--- config.mk ---
export PLATFORM = sky130hd
export DESIGN_NAME = source_lexer_step
export DESIGN_NICKNAME = d
export VERILOG_FILES = /design/src/rtl/slx_pkg.sv /design/src/rtl/slx_step.sv /design/src/rtl/slx_queue.sv /design/src/rtl/source_lexer_step.sv
export SDC_FILE = /design/constraint.sdc
export NUM_CORES = 1
export LEC_CHECK = 0
export BUFFER_PORTS_ARGS = -buffer_cell sky130_fd_sc_hd__buf_4
export CAP_MARGIN = 5
export CORE_UTILIZATION = 60
export CTS_BUF_LIST = sky130_fd_sc_hd__clkbuf_16
export DETAILED_ROUTE_END_ITERATION = 10
export PLACE_DENSITY = 0.81
export SYNTH_ARGS = -nofsm -noshare
export SYNTH_HDL_FRONTEND = slang
export SYNTH_SLANG_ARGS = --single-unit
--- constraint.sdc ---
create_clock -name clock -period 11.2 [get_ports clock]
set_input_delay 1.68 -clock clock [delete_from_list [all_inputs] [get_ports clock]]
set_output_delay 1.68 -clock clock [all_outputs]
set_load 0.01 [all_outputs]
--- src/rtl/slx_pkg.sv ---
// ----------------------------------------------------------------------------
// slx_pkg: shared types and constants of the source lexer
// Character codes, token kinds, scanner modes, the token word and the
// scanner state carried between the step logic and the top level.
// ----------------------------------------------------------------------------
package slx_pkg;

   // widths of the offset and line counters
   localparam int OFFSET_WIDTH = 32;
   localparam int LINE_WIDTH   = 24;
   localparam int KIND_WIDTH   = 5;
   localparam int STATUS_WIDTH = 2;

   // a character produces at most this many tokens
   localparam int RESULT_MAX       = 3;
   localparam int RESULT_CNT_WIDTH = $clog2(RESULT_MAX + 1);

   // result queue, depth a power of two
   localparam int QUEUE_DEPTH     = 4;
   localparam int QUEUE_IDX_WIDTH = $clog2(QUEUE_DEPTH);
   localparam int QUEUE_CNT_WIDTH = QUEUE_IDX_WIDTH + 1;

   // character codes
   localparam logic [7:0] CHAR_TAB     = 8'h09;
   localparam logic [7:0] CHAR_NEWLINE = 8'h0A;
   localparam logic [7:0] CHAR_CR      = 8'h0D;
   localparam logic [7:0] CHAR_SPACE   = 8'h20;
   localparam logic [7:0] CHAR_BANG    = 8'h21;
   localparam logic [7:0] CHAR_QUOTE   = 8'h22;
   localparam logic [7:0] CHAR_LPAREN  = 8'h28;
   localparam logic [7:0] CHAR_RPAREN  = 8'h29;
   localparam logic [7:0] CHAR_STAR    = 8'h2A;
   localparam logic [7:0] CHAR_PLUS    = 8'h2B;
   localparam logic [7:0] CHAR_COMMA   = 8'h2C;
   localparam logic [7:0] CHAR_MINUS   = 8'h2D;
   localparam logic [7:0] CHAR_DOT     = 8'h2E;
   localparam logic [7:0] CHAR_SLASH   = 8'h2F;
   localparam logic [7:0] CHAR_ZERO    = 8'h30;
   localparam logic [7:0] CHAR_NINE    = 8'h39;
   localparam logic [7:0] CHAR_SEMI    = 8'h3B;
   localparam logic [7:0] CHAR_LESS    = 8'h3C;
   localparam logic [7:0] CHAR_EQUAL   = 8'h3D;
   localparam logic [7:0] CHAR_GREATER = 8'h3E;
   localparam logic [7:0] CHAR_LBRACE  = 8'h7B;
   localparam logic [7:0] CHAR_RBRACE  = 8'h7D;

   // token kinds
   localparam logic [KIND_WIDTH-1:0] KIND_LPAREN = 5'd0;
   localparam logic [KIND_WIDTH-1:0] KIND_RPAREN = 5'd1;
   localparam logic [KIND_WIDTH-1:0] KIND_LBRACE = 5'd2;
   localparam logic [KIND_WIDTH-1:0] KIND_RBRACE = 5'd3;
   localparam logic [KIND_WIDTH-1:0] KIND_COMMA  = 5'd4;
   localparam logic [KIND_WIDTH-1:0] KIND_DOT    = 5'd5;
   localparam logic [KIND_WIDTH-1:0] KIND_MINUS  = 5'd6;
   localparam logic [KIND_WIDTH-1:0] KIND_PLUS   = 5'd7;
   localparam logic [KIND_WIDTH-1:0] KIND_SEMI   = 5'd8;
   localparam logic [KIND_WIDTH-1:0] KIND_STAR   = 5'd9;
   localparam logic [KIND_WIDTH-1:0] KIND_BANG   = 5'd10;
   localparam logic [KIND_WIDTH-1:0] KIND_SLASH  = 5'd18;
   localparam logic [KIND_WIDTH-1:0] KIND_STRING = 5'd19;
   localparam logic [KIND_WIDTH-1:0] KIND_NUMBER = 5'd20;
   localparam logic [KIND_WIDTH-1:0] KIND_EOF    = 5'd21;

   // token status
   localparam logic [STATUS_WIDTH-1:0] STATUS_OK           = 2'd0;
   localparam logic [STATUS_WIDTH-1:0] STATUS_UNEXPECTED   = 2'd1;
   localparam logic [STATUS_WIDTH-1:0] STATUS_UNTERMINATED = 2'd2;

   // pending operator codes, kind is KIND_BANG + 2 * op (+1 with trailing =)
   localparam logic [1:0] OP_BANG    = 2'd0;
   localparam logic [1:0] OP_EQUAL   = 2'd1;
   localparam logic [1:0] OP_LESS    = 2'd2;
   localparam logic [1:0] OP_GREATER = 2'd3;

   typedef enum logic [2:0] {
      MODE_IDLE,
      MODE_OPER,
      MODE_SLASH,
      MODE_COMMENT,
      MODE_STRING,
      MODE_INT,
      MODE_DOT,
      MODE_FRAC
   } mode_type;

   typedef struct packed {
      mode_type                mode;
      logic [1:0]              op;
      logic [OFFSET_WIDTH-1:0] start_off;
      logic [OFFSET_WIDTH-1:0] cur_off;
      logic [LINE_WIDTH-1:0]   line;
   } state_type;

   localparam state_type STATE_RESET = '{
      mode:      MODE_IDLE,
      op:        OP_BANG,
      start_off: '0,
      cur_off:   '0,
      line:      LINE_WIDTH'(1)
   };

   typedef struct packed {
      logic [KIND_WIDTH-1:0]   kind;
      logic [OFFSET_WIDTH-1:0] start;
      logic [OFFSET_WIDTH-1:0] length;
      logic [LINE_WIDTH-1:0]   line;
      logic [STATUS_WIDTH-1:0] status;
      logic                    last;
   } token_type;

   // tokens produced by one character, packed in order from slot 0
   typedef struct packed {
      logic [RESULT_CNT_WIDTH-1:0]   count;
      token_type [RESULT_MAX-1:0]    slot;
   } push_type;

   function automatic token_type make_token(
      input logic [KIND_WIDTH-1:0]   kind,
      input logic [OFFSET_WIDTH-1:0] start,
      input logic [OFFSET_WIDTH-1:0] length,
      input logic [LINE_WIDTH-1:0]   line,
      input logic [STATUS_WIDTH-1:0] status
   );
      token_type tok;
      tok.kind   = kind;
      tok.start  = start;
      tok.length = length;
      tok.line   = line;
      tok.status = status;
      tok.last   = 1'b0;
      return tok;
   endfunction

endpackage

--- src/rtl/slx_step.sv ---
// ----------------------------------------------------------------------------
// slx_step: scanner step logic
// From the current scanner state and one character (or the end mark) works
// out the next state and the tokens that the character completes.
// ----------------------------------------------------------------------------
module slx_step
   import slx_pkg::*;
(
   input  state_type  state,
   input  logic [7:0] source_char,
   input  logic       end_of_source,
   output state_type  state_next,
   output push_type   push
);

   logic [OFFSET_WIDTH-1:0] pos;
   logic [OFFSET_WIDTH-1:0] nxt;
   logic [OFFSET_WIDTH-1:0] len_pos;
   logic [OFFSET_WIDTH-1:0] len_nxt;
   logic [OFFSET_WIDTH-1:0] len_dot;
   logic [OFFSET_WIDTH-1:0] dot_pos;
   logic [LINE_WIDTH-1:0]   line_inc;
   logic                    pos_gt;
   logic                    is_digit;

   mode_type              fresh_mode;
   logic [1:0]            fresh_op;
   logic                  fresh_tok_valid;
   logic                  fresh_newline;
   token_type             fresh_tok;

   logic [1:0]            pre_n;
   token_type             pre0;
   token_type             pre1;
   token_type             tail;
   logic                  tail_valid;
   logic                  do_fresh;
   logic                  line_bump;
   logic [2:0]            op_code;

   // offsets, spans and saturating counters
   assign pos      = state.cur_off;
   assign nxt      = (&pos) ? pos : pos + OFFSET_WIDTH'(1);
   assign pos_gt   = pos > state.start_off;
   assign len_pos  = pos_gt ? pos - state.start_off : '0;
   assign len_nxt  = (nxt > state.start_off) ? nxt - state.start_off : '0;
   assign len_dot  = pos_gt ? len_pos - OFFSET_WIDTH'(1) : '0;
   assign dot_pos  = pos_gt ? pos - OFFSET_WIDTH'(1) : pos;
   assign line_inc = (&state.line) ? state.line : state.line + LINE_WIDTH'(1);
   assign is_digit = (source_char >= CHAR_ZERO) && (source_char <= CHAR_NINE);

   // decode of a character seen with the scanner idle
   always_comb begin
      fresh_mode      = MODE_IDLE;
      fresh_op        = state.op;
      fresh_tok_valid = 1'b0;
      fresh_newline   = 1'b0;
      fresh_tok       = make_token(KIND_LPAREN, pos, OFFSET_WIDTH'(1), state.line,
                                   STATUS_OK);
      unique case (source_char)
         CHAR_LPAREN: begin
            fresh_tok_valid = 1'b1;
         end
         CHAR_RPAREN: begin
            fresh_tok_valid = 1'b1;
            fresh_tok.kind  = KIND_RPAREN;
         end
         CHAR_LBRACE: begin
            fresh_tok_valid = 1'b1;
            fresh_tok.kind  = KIND_LBRACE;
         end
         CHAR_RBRACE: begin
            fresh_tok_valid = 1'b1;
            fresh_tok.kind  = KIND_RBRACE;
         end
         CHAR_COMMA: begin
            fresh_tok_valid = 1'b1;
            fresh_tok.kind  = KIND_COMMA;
         end
         CHAR_DOT: begin
            fresh_tok_valid = 1'b1;
            fresh_tok.kind  = KIND_DOT;
         end
         CHAR_MINUS: begin
            fresh_tok_valid = 1'b1;
            fresh_tok.kind  = KIND_MINUS;
         end
         CHAR_PLUS: begin
            fresh_tok_valid = 1'b1;
            fresh_tok.kind  = KIND_PLUS;
         end
         CHAR_SEMI: begin
            fresh_tok_valid = 1'b1;
            fresh_tok.kind  = KIND_SEMI;
         end
         CHAR_STAR: begin
            fresh_tok_valid = 1'b1;
            fresh_tok.kind  = KIND_STAR;
         end
         CHAR_BANG: begin
            fresh_mode = MODE_OPER;
            fresh_op   = OP_BANG;
         end
         CHAR_EQUAL: begin
            fresh_mode = MODE_OPER;
            fresh_op   = OP_EQUAL;
         end
         CHAR_LESS: begin
            fresh_mode = MODE_OPER;
            fresh_op   = OP_LESS;
         end
         CHAR_GREATER: begin
            fresh_mode = MODE_OPER;
            fresh_op   = OP_GREATER;
         end
         CHAR_SLASH: begin
            fresh_mode = MODE_SLASH;
         end
         CHAR_QUOTE: begin
            fresh_mode = MODE_STRING;
         end
         CHAR_SPACE, CHAR_CR, CHAR_TAB: begin
            fresh_mode = MODE_IDLE;
         end
         CHAR_NEWLINE: begin
            fresh_newline = 1'b1;
         end
         default: begin
            if (is_digit) begin
               fresh_mode = MODE_INT;
            end else begin
               fresh_tok_valid  = 1'b1;
               fresh_tok.status = STATUS_UNEXPECTED;
            end
         end
      endcase
   end

   // mode update and the tokens ended by this character
   always_comb begin
      state_next = state;
      state_next.cur_off = nxt;
      pre_n      = 2'd0;
      op_code    = {state.op, 1'b0};
      pre0       = make_token(KIND_BANG + KIND_WIDTH'(op_code), state.start_off, len_pos,
                              state.line, STATUS_OK);
      pre1       = make_token(KIND_DOT, dot_pos, OFFSET_WIDTH'(1), state.line, STATUS_OK);
      tail       = fresh_tok;
      tail_valid = 1'b0;
      do_fresh   = 1'b0;
      line_bump  = 1'b0;

      if (end_of_source) begin
         // flush the pending token or tokens, then eof, then back to reset state
         unique case (state.mode)
            MODE_OPER: begin
               pre_n = 2'd1;
            end
            MODE_SLASH: begin
               pre_n       = 2'd1;
               pre0.kind   = KIND_SLASH;
            end
            MODE_STRING: begin
               pre_n       = 2'd1;
               pre0.kind   = KIND_STRING;
               pre0.status = STATUS_UNTERMINATED;
            end
            MODE_INT, MODE_FRAC: begin
               pre_n     = 2'd1;
               pre0.kind = KIND_NUMBER;
            end
            MODE_DOT: begin
               pre_n       = 2'd2;
               pre0.kind   = KIND_NUMBER;
               pre0.length = len_dot;
            end
            default: begin
               pre_n = 2'd0;
            end
         endcase
         tail       = make_token(KIND_EOF, pos, '0, state.line, STATUS_OK);
         tail_valid = 1'b1;
         state_next = STATE_RESET;
      end else begin
         unique case (state.mode)
            MODE_OPER: begin
               state_next.mode = MODE_IDLE;
               pre_n           = 2'd1;
               if (source_char == CHAR_EQUAL) begin
                  op_code     = {state.op, 1'b1};
                  pre0.kind   = KIND_BANG + KIND_WIDTH'(op_code);
                  pre0.length = len_nxt;
               end else begin
                  do_fresh = 1'b1;
               end
            end
            MODE_SLASH: begin
               if (source_char == CHAR_SLASH) begin
                  state_next.mode = MODE_COMMENT;
               end else begin
                  pre_n     = 2'd1;
                  pre0.kind = KIND_SLASH;
                  do_fresh  = 1'b1;
               end
            end
            MODE_COMMENT: begin
               do_fresh = (source_char == CHAR_NEWLINE);
            end
            MODE_STRING: begin
               if (source_char == CHAR_NEWLINE) begin
                  line_bump = 1'b1;
               end else if (source_char == CHAR_QUOTE) begin
                  pre_n           = 2'd1;
                  pre0.kind       = KIND_STRING;
                  pre0.length     = len_nxt;
                  state_next.mode = MODE_IDLE;
               end
            end
            MODE_INT: begin
               if (source_char == CHAR_DOT) begin
                  state_next.mode = MODE_DOT;
               end else if (!is_digit) begin
                  pre_n     = 2'd1;
                  pre0.kind = KIND_NUMBER;
                  do_fresh  = 1'b1;
               end
            end
            MODE_DOT: begin
               if (is_digit) begin
                  state_next.mode = MODE_FRAC;
               end else begin
                  pre_n       = 2'd2;
                  pre0.kind   = KIND_NUMBER;
                  pre0.length = len_dot;
                  do_fresh    = 1'b1;
               end
            end
            MODE_FRAC: begin
               if (!is_digit) begin
                  pre_n     = 2'd1;
                  pre0.kind = KIND_NUMBER;
                  do_fresh  = 1'b1;
               end
            end
            default: begin
               do_fresh = 1'b1;
            end
         endcase

         // rescan the character with the scanner idle
         if (do_fresh) begin
            state_next.mode      = fresh_mode;
            state_next.op        = fresh_op;
            state_next.start_off = pos;
            tail_valid           = fresh_tok_valid;
            line_bump            = fresh_newline;
         end
         state_next.line = line_bump ? line_inc : state.line;
      end
   end

   // pack the tokens in emission order and mark the last one
   always_comb begin
      push.count   = RESULT_CNT_WIDTH'(pre_n) + RESULT_CNT_WIDTH'(tail_valid);
      push.slot[0] = (pre_n != 2'd0) ? pre0 : tail;
      push.slot[1] = (pre_n == 2'd2) ? pre1 : tail;
      push.slot[2] = tail;
      if (push.count != '0) begin
         push.slot[push.count - RESULT_CNT_WIDTH'(1)].last = 1'b1;
      end
   end

endmodule

--- src/rtl/slx_queue.sv ---
// ----------------------------------------------------------------------------
// slx_queue: result queue
// Takes up to three token words in one cycle and hands them out one per
// cycle on the result channel while head_stall is low. Signals full while
// fewer than three entries are free.
// ----------------------------------------------------------------------------
module slx_queue
   import slx_pkg::*;
(
   input  logic      clock,
   input  logic      reset,
   input  logic      push_valid,
   input  push_type  push,
   output logic      full,
   output logic      head_valid,
   output token_type head,
   input  logic      head_stall
);

   token_type                  entry_ff [QUEUE_DEPTH];
   logic [QUEUE_IDX_WIDTH-1:0] wr_ptr_ff;
   logic [QUEUE_IDX_WIDTH-1:0] wr_ptr_in;
   logic [QUEUE_IDX_WIDTH-1:0] rd_ptr_ff;
   logic [QUEUE_IDX_WIDTH-1:0] rd_ptr_in;
   logic [QUEUE_CNT_WIDTH-1:0] count_ff;
   logic [QUEUE_CNT_WIDTH-1:0] count_in;
   logic [QUEUE_CNT_WIDTH-1:0] push_n;
   logic                       pop;

   assign head_valid = (count_ff != '0);
   assign head       = entry_ff[rd_ptr_ff];
   assign pop        = head_valid && !head_stall;
   assign full       = count_ff > QUEUE_CNT_WIDTH'(QUEUE_DEPTH - RESULT_MAX);
   assign push_n     = push_valid ? QUEUE_CNT_WIDTH'(push.count) : '0;

   // pointer and fill count update
   always_comb begin
      wr_ptr_in = wr_ptr_ff + push_n[QUEUE_IDX_WIDTH-1:0];
      rd_ptr_in = pop ? rd_ptr_ff + QUEUE_IDX_WIDTH'(1) : rd_ptr_ff;
      count_in  = count_ff + push_n - QUEUE_CNT_WIDTH'(pop);
   end

   always_ff @(posedge clock) begin
      if (reset) begin
         wr_ptr_ff <= '0;
         rd_ptr_ff <= '0;
         count_ff  <= '0;
      end else begin
         wr_ptr_ff <= wr_ptr_in;
         rd_ptr_ff <= rd_ptr_in;
         count_ff  <= count_in;
      end
   end

   // token words written at consecutive entries
   always_ff @(posedge clock) begin
      for (int i = 0; i < RESULT_MAX; i++) begin
         if (push_valid && (RESULT_CNT_WIDTH'(i) < push.count)) begin
            entry_ff[wr_ptr_ff + QUEUE_IDX_WIDTH'(i)] <= push.slot[i];
         end
      end
   end

endmodule

--- src/rtl/source_lexer_step.sv ---
// ----------------------------------------------------------------------------
// source_lexer_step: streaming scanner, one source byte per word
// Scanner state register, step logic and result queue.
// ----------------------------------------------------------------------------
// The block takes one source byte per cycle while req_stall is low and
// scans it in a single pass between the state register and a four-entry
// result queue. The tokens that a byte completes go into the queue and
// come out one per cycle on the rsp_ channel while rsp_stall is low. A
// byte that completes two or three tokens (an operator, slash or number
// closed by a one-byte token or a bad byte, a number ending in a dot, or
// the end mark behind an open token) stalls the req_ channel until the
// queue has three free entries again, so the input rate is bounded by the
// one-word-per-cycle drain of that queue. After the end mark the scanner
// is back in its reset state and the next byte starts a new source.
module source_lexer_step
   import slx_pkg::*;
(
   input  logic                    clock,
   input  logic                    reset,
   input  logic                    req_valid,
   output logic                    req_stall,
   input  logic [7:0]              req_source_char,
   input  logic                    req_end_of_source,
   output logic                    rsp_valid,
   input  logic                    rsp_stall,
   output logic [KIND_WIDTH-1:0]   rsp_token_kind,
   output logic [OFFSET_WIDTH-1:0] rsp_token_start,
   output logic [OFFSET_WIDTH-1:0] rsp_token_length,
   output logic [LINE_WIDTH-1:0]   rsp_token_line,
   output logic [STATUS_WIDTH-1:0] rsp_status,
   output logic                    rsp_last_of_run
);

   state_type state_ff;
   state_type state_in;
   state_type step_next;
   push_type  push;
   token_type head;
   logic      accept;
   logic      queue_full;

   assign req_stall = queue_full;
   assign accept    = req_valid && !queue_full;

   // scan step
   slx_step u_slx_step (
      .state         (state_ff),
      .source_char   (req_source_char),
      .end_of_source (req_end_of_source),
      .state_next    (step_next),
      .push          (push)
   );

   // scanner state register
   assign state_in = accept ? step_next : state_ff;

   always_ff @(posedge clock) begin
      if (reset) begin
         state_ff <= STATE_RESET;
      end else begin
         state_ff <= state_in;
      end
   end

   // token words out
   slx_queue u_slx_queue (
      .clock      (clock),
      .reset      (reset),
      .push_valid (accept),
      .push       (push),
      .full       (queue_full),
      .head_valid (rsp_valid),
      .head       (head),
      .head_stall (rsp_stall)
   );

   assign rsp_token_kind   = head.kind;
   assign rsp_token_start  = head.start;
   assign rsp_token_length = head.length;
   assign rsp_token_line   = head.line;
   assign rsp_status       = head.status;
   assign rsp_last_of_run  = head.last;

endmodule

==> impl_metrics.json <==
{
  "synthesis.area_mm2": 0.0295,
  "firstDrtPassIters": 7,
  "rr_worst_depth": 20,
  "design_area_mm2": 0.0325,
  "cts_resized": 0,
  "regArea_mm2": 0.0136,
  "multi_input_area_mm2": 0.0150,
  "synthFlopType": "edfxtp_1",
  "cp.arrival_ns": 7.51,
  "drc": 0,
  "cts_tree": "yes",
  "start_kind": "flop",
  "crit_start": "state_ff[33]",
  "fmax_mhz": 139,
  "routed_wirelength_um": 101000,
  "worst_slew_pin_slew_ns": 1.28,
  "drive_gt1_frac": 0.127,
  "seq_area_frac_synth": 0.460,
  "cp.required_ns": 11.51,
  "synth_edf_count": 384,
  "cts_hold_buffers": 0,
  "h-tree-depth": 2,
  "start_util": 0.613,
  "post_dp_cell_area_mm2": 0.0308,
  "p_per_area_mw_per_mm2": 164,
  "rsz0062_at_grt": "false",
  "dieArea_mm2": 0.0501,
  "synth_top_area_share": 0.391,
  "ir_worst_vdd_mv": 0.120,
  "outcome": "finished clean",
  "slew_headroom": 0.145,
  "synth_cells": 2926,
  "ys_ff_latch": 486,
  "reg2reg_slack_ns": 4.00,
  "clk_pin_slew_ns": 0.06,
  "worst_hold_slack_ns": 0.479,
  "synth.distinct_cells": 92,
  "area_delta_synth_final_pct": 9.95,
  "io_pins": 111,
  "m1WireLength_um": 39000,
  "syn_area_per_cell_um2": 10.1,
  "crit_type": "flop to flop",
  "total_power_w": 0.00533,
  "root_buffer": "clkbuf_16",
  "num_vias": 26137,
  "gp_congestion": 1.02,
  "fin_skew_ns": 0.0352,
  "hold_depth": 2,
  "grt_max_degree": 79,
  "grt_pass1_vias": 24404,
  "hpwl_um": 69800,
  "diodes": 0,
  "ys_async_sr_fraction": 0,
  "endpoint_kind": "flop",
  "grt_util_all_layers": 0.397,
  "fin_tns_setup_ns": 0,
  "die_w_um": 224,
  "antenna_left": 0,
  "cts_max_path_buffers": 3,
  "synth.area.top_cells": "edfxtp_1, mux4_2, dfxtp_1",
  "hp-start": "state_ff[89]",
  "period_minus_slack_ns": 7.20,
  "syn_nets": 3016,
  "min_to": "state_ff[89]",
  "top_layer": "met4",
  "ys_top_cells_by_count": "edfxtp_1, nand2_1, nor2_1",
  "final_hold_viol_count": 0,
  "clkLatencyLatePin_ns": 0.64,
  "yosysMostFrequentCell": "edfxtp_1",
  "antenna_found_initial": 1,
  "grt_overflow": 0,
  "reg2reg_from": "state_ff[33]",
  "dr_wl_met3_um": 11200,
  "die_h_um": 224,
  "finalCritPeriodShare": 0.643,
  "wl_met2_um": 46500,
  "synth_area_leader_cell": "edfxtp_1",
  "cellLeakagePower_nw": 11.1,
  "drtIter0Drc": 4025,
  "cts_setup_buffers": 0,
  "maxCapViolations": 0,
  "drv_slew": 0,
  "fillers": 3599,
  "cp_max_fo": 20,
  "nets": 3012,
  "row_count": 80,
  "yosys_warnings": 0,
  "portBuffers": 110,
  "avgRoutedWirePerCell_um": 27.9,
  "r2r-end": "u_slx_queue.entry_ff[0][35]",
  "holdCritPathClass": "flop to flop",
  "cts_sinks": 486,
  "numCtsBuffers": 50,
  "grt_pass1_wl_um": 151000,
  "coreArea_mm2": 0.0481,
  "viasPerCell": 7.22,
  "finalSetupViolations": 0
}
[cells in the final DEF, fill, tap and decap left out, types with 61 or more instances in the layout]
master,netlist,routed
o21ai_0,124,124
edfxtp_1,384,384
a21oi_1,173,172
mux4_2,96,96
xnor2_1,91,91
ha_1,74,74
buf_4,0,152
xor2_1,61,61
nand3_1,73,73
nor3_1,68,68
o221ai_1,112,112
inv_1,65,74
nand2_1,344,339
nor2_1,303,300
a22oi_1,80,80
dfxtp_1,102,100
[worst max-delay path, cell delays in order (launching register included)]
cell and delay [ns]:
dfxtp_1 0.70, nand2_1 0.20, nor2_1 0.26, nand4_1 0.28, nor4_1 0.86, nor2b_1 0.51
and2_1 0.32, and3_1 0.26, xor2_1 0.09, ha_1 0.43, and3_1 0.21, nor2b_1 0.27
nand4b_1 0.16, or4_1 0.55, o31ai_1 0.11, buf_4 0.23, nor2_2 0.19, nand2_1 0.12
a21oi_1 0.07, o21ai_0 0.96, nor2_1 0.10
[state kept, by name, indices dropped and copies added, names as in the netlist, named ones only]
signal,count
u_slx_queue.entry_ff,384
u_slx_queue.wr_ptr_ff,2
u_slx_queue.count_ff,3
u_slx_queue.rd_ptr_ff,2
state_ff,93
[routing by layer]
metal	up-vias	GRT usage
met3	323	0.0669
met4	0	0.155
li1	11205	-
met5	-	0
met2	1921	0.628
met1	12688	0.549
[power breakdown]
part / leakage (nW) / switching (W) / total, W / internal, W
clock: 0.810 / 0.000742 / 0.00165 / 0.000913
combinational: 6.03 / 0.000843 / 0.00146 / 0.000616
sequential: 4.22 / 0.0000772 / 0.00222 / 0.00214
total: 11.1 / 0.00166 / 0.00533 / 0.00367
[cell type report]
cell class / instances / area share
Multi-Input combinational cell: 2166 / 0.463
Sequential cell: 486 / 0.418
Clock buffer: 50 / 0.0386
Timing Repair Buffer: 153 / 0.0358
Tap cell: 656 / 0.0253
Clock inverter: 43 / 0.0113
Inverter: 65 / 0.00752
[worst max-delay path by stage]
| stage | end | slack [ns] | depth (start not counted) |
|---|---|---|---|
| floorplan | u_slx_queue.entry_ff[2][0] | 1.32 | 13 |
| global placement | u_slx_queue.entry_ff[0][40] | 4.08 | 16 |
| detailed placement | u_slx_queue.entry_ff[0][39] | 3.87 | 16 |
| CTS | u_slx_queue.entry_ff[0][35] | 4.27 | 20 |
| global route | u_slx_queue.entry_ff[3][31] | 3.64 | 20 |
| finish | u_slx_queue.entry_ff[0][35] | 4.00 | 20 |
[per-stage QoR]
| step | util | setup WS (ns) | std cells |
|---|---|---|---|
| floorplan | - | 1.32 | 2926 |
| global placement | 0.640 | 4.08 | 3526 |
| detailed placement | 0.640 | 3.87 | 3526 |
| CTS | 0.674 | 4.27 | 3619 |
| global route | 0.674 | 3.64 | 3619 |
| finish | 0.674 | 4.00 | 3619 |
[cells by family (layout without fill, tap and decap cells)]
logic type,after synthesis,in the layout,share of synthesized area
simple gates,1032,1032,0.164
compound gates,798,798,0.186
flops,486,486,0.460
buf+inv,274,311,0.0354
xor+xnor,152,152,0.0451
mux,107,107,0.0771
fa+ha+maj,77,77,0.0334
Power figures use the tool's default switching activity.
